--- config.mk ---
export PLATFORM = sky130hd
export DESIGN_NAME = md5_stream_hash_unit
export DESIGN_NICKNAME = d
export VERILOG_FILES = /design/src/md5sh_pkg.sv /design/src/md5_stream_hash_unit.sv
export SDC_FILE = /design/constraint.sdc
export NUM_CORES = 2
export LEC_CHECK = 0
export ABC_AREA = 1
export BUFFER_PORTS_ARGS = -buffer_cell sky130_fd_sc_hd__buf_2
export CAP_MARGIN = 20
export CORE_UTILIZATION = 55
export DETAILED_ROUTE_END_ITERATION = 16
export HOLD_SLACK_MARGIN = 0.02
export PLACE_DENSITY = 0.74
export SYNTH_ARGS = -nofsm -noshare
export SYNTH_HDL_FRONTEND = slang
export SYNTH_SLANG_ARGS = --single-unit
export TNS_END_PERCENT = 5
--- constraint.sdc ---
create_clock -name clock -period 7.27 [get_ports clock]
set_input_delay 0.3635 -clock clock [delete_from_list [all_inputs] [get_ports clock]]
set_output_delay 0.3635 -clock clock [all_outputs]
set_load 0.05 [all_outputs]
--- src/md5sh_pkg.sv ---
// ----------------------------------------------------------------------------
// MD5 stream hash package
// Round constants, rotation amounts, the initial vector and the round helper
// functions that the hash unit uses.
// ----------------------------------------------------------------------------
package md5sh_pkg;

   typedef logic [31:0] word_type;

   localparam int unsigned FinalStep     = 66;
   localparam int unsigned LastRoundStep = 65;
   localparam logic [5:0]  PadLenLimit   = 6'd55;
   localparam logic [7:0]  PadMarker     = 8'h80;

   localparam word_type InitVector [4] = '{
      32'h67452301, 32'hefcdab89, 32'h98badcfe, 32'h10325476
   };

   localparam word_type RoundAdd [64] = '{
      32'hd76aa478, 32'he8c7b756, 32'h242070db, 32'hc1bdceee,
      32'hf57c0faf, 32'h4787c62a, 32'ha8304613, 32'hfd469501,
      32'h698098d8, 32'h8b44f7af, 32'hffff5bb1, 32'h895cd7be,
      32'h6b901122, 32'hfd987193, 32'ha679438e, 32'h49b40821,
      32'hf61e2562, 32'hc040b340, 32'h265e5a51, 32'he9b6c7aa,
      32'hd62f105d, 32'h02441453, 32'hd8a1e681, 32'he7d3fbc8,
      32'h21e1cde6, 32'hc33707d6, 32'hf4d50d87, 32'h455a14ed,
      32'ha9e3e905, 32'hfcefa3f8, 32'h676f02d9, 32'h8d2a4c8a,
      32'hfffa3942, 32'h8771f681, 32'h6d9d6122, 32'hfde5380c,
      32'ha4beea44, 32'h4bdecfa9, 32'hf6bb4b60, 32'hbebfbc70,
      32'h289b7ec6, 32'heaa127fa, 32'hd4ef3085, 32'h04881d05,
      32'hd9d4d039, 32'he6db99e5, 32'h1fa27cf8, 32'hc4ac5665,
      32'hf4292244, 32'h432aff97, 32'hab9423a7, 32'hfc93a039,
      32'h655b59c3, 32'h8f0ccc92, 32'hffeff47d, 32'h85845dd1,
      32'h6fa87e4f, 32'hfe2ce6e0, 32'ha3014314, 32'h4e0811a1,
      32'hf7537e82, 32'hbd3af235, 32'h2ad7d2bb, 32'heb86d391
   };

   localparam logic [4:0] RotAmount [16] = '{
      5'd7, 5'd12, 5'd17, 5'd22, 5'd5, 5'd9,  5'd14, 5'd20,
      5'd4, 5'd11, 5'd16, 5'd23, 5'd6, 5'd10, 5'd15, 5'd21
   };

   function automatic logic [3:0] msg_index(input logic [5:0] round);
      logic [3:0] low;
      low = round[3:0];
      case (round[5:4])
         2'd0:    msg_index = low;
         2'd1:    msg_index = 4'(low * 4'd5 + 4'd1);
         2'd2:    msg_index = 4'(low * 4'd3 + 4'd5);
         2'd3:    msg_index = 4'(low * 4'd7);
         default: msg_index = low;
      endcase
   endfunction

   function automatic word_type round_fn(input word_type b, input word_type c,
                                         input word_type d, input logic [1:0] sel);
      case (sel)
         2'd0:    round_fn = (b & c) | (~b & d);
         2'd1:    round_fn = (b & d) | (c & ~d);
         2'd2:    round_fn = b ^ c ^ d;
         2'd3:    round_fn = c ^ (b | ~d);
         default: round_fn = b ^ c ^ d;
      endcase
   endfunction

   function automatic word_type rotl(input word_type x, input logic [4:0] s);
      logic [63:0] dbl;
      dbl = {x, x} << s;
      rotl = dbl[63:32];
   endfunction

endpackage

--- src/md5_stream_hash_unit.sv ---
// Byte beats are taken only while the unit is idle; each 64-byte block then runs
// through the compression loop, one MD5 round per cycle once the message word and pre-sum are prefetched.
// A last beat adds one or two such compressions before the digest beat appears.
// No new bytes are taken while a block is being compressed.
// Reset is synchronous: chaining words return to the initial vector and the
// counts clear; the block buffer is not cleared.
// ----------------------------------------------------------------------------
// MD5 stream hash unit
// Gathers message bytes into 32-bit words of a block buffer, compresses each
// block with one shared round unit and pads the message on the last beat.
// ----------------------------------------------------------------------------
module md5_stream_hash_unit (
   input  logic                   clock,
   input  logic                   reset,
   input  logic                   req_tvalid,
   output logic                   req_tready,
   input  logic [7:0]             req_tdata,   // [7:0] data_byte
   input  logic                   req_tuser,   // [0] byte_present
   input  logic                   req_tlast,
   output logic                   rsp_tvalid,
   input  logic                   rsp_tready,
   output logic [127:0]           rsp_tdata    // digest_word0 up to digest_word3
);
   import md5sh_pkg::*;

   typedef enum logic {ST_IDLE, ST_RUN} state_type;
   typedef enum logic [1:0] {BLK_DATA, BLK_PAD_LAST, BLK_PAD_EXTRA, BLK_LEN_ONLY} block_type;

   state_type   state_ff;
   block_type   kind_ff;
   logic [6:0]  cnt_ff;
   logic        pend_last_ff;
   logic [5:0]  fill_ff;
   logic [54:0] blocks_ff;
   word_type    chain_ff [4];
   logic        rsp_valid_ff;

   word_type    a_ff, b_ff, c_ff, d_ff;
   word_type    pre_ff, rd_ff, alt_ff;
   logic        use_mem_ff;
   logic [23:0] acc_ff;
   logic [127:0] rsp_data_ff;
   word_type    mem [16];

   logic        accept, start, at_final, emit, restart, round_active;
   logic [5:0]  fill_in, n_eff;
   logic [5:0]  round_a, round_b, round_c;
   logic [3:0]  idx_a;
   logic        use_mem_in;
   word_type    alt_in, pad_word, w_b, a_src, pre_in, f_c, t_c;
   logic [63:0] bit_len;
   word_type    sum [4];

   assign req_tready = (state_ff == ST_IDLE);
   assign accept     = req_tvalid && req_tready;
   assign fill_in    = fill_ff + 6'd1;
   assign n_eff      = req_tuser ? fill_in : fill_ff;
   assign start      = accept && ((req_tuser && (fill_ff == 6'h3f)) || req_tlast);

   assign at_final = (state_ff == ST_RUN) && (cnt_ff == 7'(FinalStep));
   assign emit     = at_final && (kind_ff inside {BLK_PAD_LAST, BLK_LEN_ONLY})
                     && (!rsp_valid_ff || rsp_tready);
   assign restart  = at_final && (kind_ff == BLK_PAD_EXTRA
                     || (kind_ff == BLK_DATA && pend_last_ff));
   assign round_active = (cnt_ff >= 7'd2) && (cnt_ff <= 7'(LastRoundStep));

   assign round_a = cnt_ff[5:0];
   assign round_b = cnt_ff[5:0] - 6'd1;
   assign round_c = cnt_ff[5:0] - 6'd2;
   assign idx_a   = msg_index(round_a);
   assign bit_len = {blocks_ff, fill_ff, 3'b000};

   always_comb begin
      case (fill_ff[1:0])
         2'd0:    pad_word = {24'h0, PadMarker};
         2'd1:    pad_word = {16'h0, PadMarker, acc_ff[7:0]};
         2'd2:    pad_word = {8'h0, PadMarker, acc_ff[15:0]};
         2'd3:    pad_word = {PadMarker, acc_ff[23:0]};
         default: pad_word = {24'h0, PadMarker};
      endcase
   end

   always_comb begin
      use_mem_in = 1'b0;
      alt_in     = '0;
      if (kind_ff == BLK_DATA) begin
         use_mem_in = 1'b1;
      end else if (kind_ff != BLK_LEN_ONLY && idx_a < fill_ff[5:2]) begin
         use_mem_in = 1'b1;
      end else if (kind_ff != BLK_LEN_ONLY && idx_a == fill_ff[5:2]) begin
         alt_in = pad_word;
      end else if (kind_ff != BLK_PAD_EXTRA && idx_a == 4'd14) begin
         alt_in = bit_len[31:0];
      end else if (kind_ff != BLK_PAD_EXTRA && idx_a == 4'd15) begin
         alt_in = bit_len[63:32];
      end
   end

   assign w_b    = use_mem_ff ? rd_ff : alt_ff;
   assign a_src  = (cnt_ff == 7'd1) ? a_ff : d_ff;
   assign pre_in = a_src + w_b + RoundAdd[round_b];
   assign f_c    = round_fn(b_ff, c_ff, d_ff, round_c[5:4]);
   assign t_c    = rotl(pre_ff + f_c, RotAmount[{round_c[5:4], round_c[1:0]}]) + b_ff;

   assign sum[0] = chain_ff[0] + a_ff;
   assign sum[1] = chain_ff[1] + b_ff;
   assign sum[2] = chain_ff[2] + c_ff;
   assign sum[3] = chain_ff[3] + d_ff;

   assign rsp_tvalid = rsp_valid_ff;
   assign rsp_tdata  = rsp_data_ff;

   always_ff @(posedge clock) begin
      if (reset) begin
         state_ff     <= ST_IDLE;
         kind_ff      <= BLK_DATA;
         cnt_ff       <= '0;
         pend_last_ff <= 1'b0;
         fill_ff      <= '0;
         blocks_ff    <= '0;
         chain_ff     <= InitVector;
         rsp_valid_ff <= 1'b0;
      end else begin
         if (rsp_valid_ff && rsp_tready && !emit) begin
            rsp_valid_ff <= 1'b0;
         end
         case (state_ff)
            ST_IDLE: begin
               if (accept) begin
                  if (req_tuser) begin
                     fill_ff <= fill_in;
                  end
                  if (start) begin
                     state_ff <= ST_RUN;
                     cnt_ff   <= '0;
                  end
                  if (req_tuser && fill_ff == 6'h3f) begin
                     kind_ff      <= BLK_DATA;
                     pend_last_ff <= req_tlast;
                  end else if (req_tlast) begin
                     kind_ff <= (n_eff <= PadLenLimit) ? BLK_PAD_LAST : BLK_PAD_EXTRA;
                  end
               end
            end
            ST_RUN: begin
               if (!at_final) begin
                  cnt_ff <= cnt_ff + 7'd1;
               end else begin
                  case (kind_ff)
                     BLK_DATA: begin
                        chain_ff  <= sum;
                        blocks_ff <= blocks_ff + 55'd1;
                        if (pend_last_ff) begin
                           kind_ff      <= BLK_PAD_LAST;
                           pend_last_ff <= 1'b0;
                           cnt_ff       <= '0;
                        end else begin
                           state_ff <= ST_IDLE;
                        end
                     end
                     BLK_PAD_EXTRA: begin
                        chain_ff <= sum;
                        kind_ff  <= BLK_LEN_ONLY;
                        cnt_ff   <= '0;
                     end
                     default: begin
                        if (emit) begin
                           rsp_valid_ff <= 1'b1;
                           rsp_data_ff  <= {sum[3], sum[2], sum[1], sum[0]};
                           chain_ff     <= InitVector;
                           fill_ff      <= '0;
                           blocks_ff    <= '0;
                           state_ff     <= ST_IDLE;
                        end
                     end
                  endcase
               end
            end
            default: state_ff <= ST_IDLE;
         endcase
      end
   end

   always_ff @(posedge clock) begin
      pre_ff     <= pre_in;
      use_mem_ff <= use_mem_in;
      alt_ff     <= alt_in;
      if (start) begin
         a_ff <= chain_ff[0];
         b_ff <= chain_ff[1];
         c_ff <= chain_ff[2];
         d_ff <= chain_ff[3];
      end else if (restart) begin
         a_ff <= sum[0];
         b_ff <= sum[1];
         c_ff <= sum[2];
         d_ff <= sum[3];
      end else if (round_active) begin
         a_ff <= d_ff;
         d_ff <= c_ff;
         c_ff <= b_ff;
         b_ff <= t_c;
      end
      if (accept && req_tuser) begin
         case (fill_ff[1:0])
            2'd0:    acc_ff[7:0]   <= req_tdata;
            2'd1:    acc_ff[15:8]  <= req_tdata;
            2'd2:    acc_ff[23:16] <= req_tdata;
            default: acc_ff        <= acc_ff;
         endcase
      end
   end

   always_ff @(posedge clock) begin
      if (accept && req_tuser && fill_ff[1:0] == 2'd3) begin
         mem[fill_ff[5:2]] <= {req_tdata, acc_ff};
      end
      rd_ff <= mem[idx_a];
   end

endmodule

==> summary.md <==
| Metric | Value |
|---|---|
| Vias/cell | `roughly 6.2` |
| Reg-to-Reg Start | `cnt_ff[4]` |
| Leakage power | `0.02745 uW` |
| Sequential fraction of the synthesis area | `47.75%` |
| Area grow syn2layout | `11.04%` |
| Worst-case register-to-register setup slack | `0.60 ns` |
| 1st-iter DRT viols | `~7000` |
| Syn_area_per_cell | `about 8.6 um2` |
| Die Width | `around 340 um` |
| Cell Rows | `around 120` |
| Worst VDD drop | `298.2 uV` |
| IO Pins | `around 140` |
| Hpwl dp | `158300 um` |
| Startpoint Class | `register` |
| CP peak stage delay | `0.56 ns` |
| CP required | `a little under 8 ns` |
| Port bufs | `143` |
| Antenna violations before repair | `8` |
| Final setup vio count | `0` |
| Status | `completed` |
| ANT nets after route | `0` |
| Worst Setup SP | `cnt_ff[4]` |
| Clock Skews | `between 0.08 and 0.09 ns` |
| Slowest CP cell | `dfxtp_1` |
| CTS sink cnt | `about 1100` |
| Cells after Synth | `just over 7000` |
| Syn. warnings | `0` |
| Setup TNS | `0 ns` |
| Share of flip-flops with an asynchronous set or reset | `0%` |
| Nets@finish | `roughly 7700` |
| Post-route DRC violation count | `0` |
| Setup crit end | `b_ff[22]` |
| Clock Latency Late Sink | `between 0.7 and 0.8 ns` |
| TritonCTS clock tree | `built` |
| Fin cells | `8957` |
| Most frequent cells in the layout | `1578 x nand2_1, 792 x edfxtp_1, 706 x inv_1` |
| Wirelength, routed | `between 200000 and 250000 um` |
| Max Slew Vio Count | `0` |
| Critical Path Sink Type | `register` |
| CP Max Fanout | `10` |
| Synthesized flop and latch total | `1090` |
| Yosys top cell by area | `edfxtp_1` |
| Die Y | `between 300 and 400 um` |
| Max-cap violation count | `0` |
| DP Cell Count | `about 8700` |
| Worst slew pin tran | `~1.1 ns` |
| Initial core utilization | `around 55%` |
| Fmax | `0.1499 GHz` |
| Hold_ws | `~0.044 ns` |
| Largest net degree at the start of global routing | `between 150 and 200` |
| Fillers | `between 9000 and 10000` |
| Vias in the first global route | `roughly 53000` |
| Reg2Reg Depth | `41` |
| Number of synthesized flops with an enable pin | `792` |
| Max-slew headroom at the worst pin | `~28%` |
| HP Class | `in -> reg` |
| Total track usage | `about 38%` |
| Layout cells sized above 1 | `7.994%` |
| Number of buffers created by CTS | `110` |
| H-Tree Depth | `3` |
| Core ar. | `around 110000 um2` |
| Clock transition at path regs | `roughly 0.070 ns` |
| RSZ-0062 raised after global routing | `false` |
| Die ar. | `between 100000 and 150000 um2` |
| Post-synth net total | `7548` |
| Critical path's most frequent cell | `nand3_1` |
| Count of final hold-check violations | `0` |
| Total power | `roughly 26000 uW` |
| Tcrit/Tclk final | `between 90% and 100%` |
| Synth top area cells | `edfxtp_1 38%, dfxtp_1 9.6%, nand2_1 9.5%` |
| GPL Wtd Cong | `~1.1` |
| Drt pass-1 iters | `9` |
| Grt ovf | `0` |
| Most common cell after layout, fill and taps aside | `nand2_1` |
| CTS Buffer Depth | `3` |
| Root Driver | `clkbuf_16` |
| Setup Fix Bufs, Post-CTS | `0` |
| Vias post-DR | `55930` |
| Synth cell types | `74` |
| Kind of critical path | `reg -> reg` |
| WL per Instance | `approximately 25 um` |
| Share of the synthesized area in the top cell type | `between 30% and 40%` |
| First-pass GRT wire length | `328200 um` |
| Worst endpoint data arrival time | `7.17 ns` |
| Pwr/cell area | `between 300 and 400 nW/um2` |
| Prevailing post-synth register cell | `edfxtp_1` |
| R2R Path End | `b_ff[22]` |
| Min cycle time layout | `roughly 6.7 ns` |
| Mapped Area | `between 60000 and 70000 um2` |
stage by stage:
stage | utilization, % | setup slack, ns | area, um2
CTS | 61.53 | 0.5833 | 69120
global placement | 58.17 | 0.6607 | 65350
floorplan | - | 0.7947 | 62300
finish | 61.57 | 0.5967 | 69170
global route | 61.57 | 0.008165 | 69170
detailed placement | 58.17 | 0.5966 | 65350
critical path, delay by kind of cell (launching register included):
| family | cells | cell delay, ns |
|---|---|---|
| flops | 1 | 0.56 |
| compound gates | 8 | 1.26 |
| simple gates | 23 | 2.68 |
| buf+inv | 7 | 1.04 |
| fa+ha+maj | 3 | 0.93 |
registers in the layout, indices dropped and copies added, names as in the netlist:
| register | cells |
|---|---|
| mem | 512 |
| cnt_ff | 7 |
| a_ff | 32 |
| blocks_ff | 55 |
| rsp_tvalid | 1 |
| c_ff | 32 |
| fill_ff | 6 |
| state_ff | 1 |
| pend_last_ff | 1 |
| kind_ff | 2 |
| alt_ff | 32 |
| acc_ff | 24 |
| use_mem_ff | 1 |
| chain_ff | 128 |
| d_ff | 32 |
| pre_ff | 32 |
| rd_ff | 32 |
| b_ff | 32 |
| rsp_tdata | 128 |
area by class of cell:
cell class                 count  area [um2]  area share, %
sequential                  1090       29750          43.01
multi-input combinational   5094       28860          41.71
clock buffer                 156        3138          4.536
inverter                     724        2730          3.947
timing repair buffer         338        2265          3.274
tap                         1500        1877          2.713
clock inverter                54       556.8         0.8049
antenna                        1       2.502       0.003618
cell families (layout without fill, tap and decap cells):
group / count (synthesis) / count (layout) / synth area share [%]
fa+ha+maj: 308 / 308 / 6.680
mux: 34 / 34 / 0.5523
buf+inv: 1042 / 1272 / 6.383
simple gates: 2899 / 2899 / 19.54
xor+xnor: 227 / 227 / 3.192
other cells: 0 / 1 / 0
compound gates: 1626 / 1626 / 15.89
flops: 1090 / 1090 / 47.75
report_power, final:
part | leakage (uW) | total [uW] | switching (uW) | internal (uW)
sequential | 0.00960 | 7790 | 556 | 7240
clock | 0.00178 | 5770 | 2580 | 3190
combinational | 0.0161 | 12200 | 7930 | 4310
synth_stat cells, types with 41 or more instances:
master,count
a21oi_1,544
xor2_1,147
nand3_1,640
nor2_1,473
clkbuf_1,251
o2111ai_1,85
dfxtp_1,298
o21ai_0,468
nand2_1,1583
inv_1,713
ha_1,267
fa_1,41
o221ai_1,62
edfxtp_1,792
o211ai_1,147
nor3_1,84
xnor2_1,80
how the worst min path moves through the flow:
stage / startpoint / slack, ns / end / depth (start not counted)
final: req_tdata[6] / 0.04 / acc_ff[22] / 1
after global routing: req_tdata[6] / 0.03 / acc_ff[22] / 1
after CTS: req_tdata[6] / 0.02 / acc_ff[22] / 1
after detailed placement: blocks_ff[28] / 0.46 / blocks_ff[28] / 1
after global placement: blocks_ff[28] / 0.45 / blocks_ff[28] / 1
after floorplan: pend_last_ff / 0.44 / pend_last_ff / 2
layer usage:
layer / share of wire (%) / up-vias / GRT usage [%] / wire, um
met4: 6.8 / 6 / 22.60 / 15020
met3: 11 / 691 / 7.369 / 23680
met2: 45 / 3351 / 59.75 / 100100
met5: 0.016 / - / 0 / 36
li1: - / 25500 / - / -
met1: 38 / 26380 / 48.53 / 83350
repair_timing:
item,in CTS,in global routing
endpoints found under the hold margin,50,0
resized for setup,0,11
endpoints found under the setup margin,0,13
hold buffers,8,0
(Power assumes the default switching activity.)
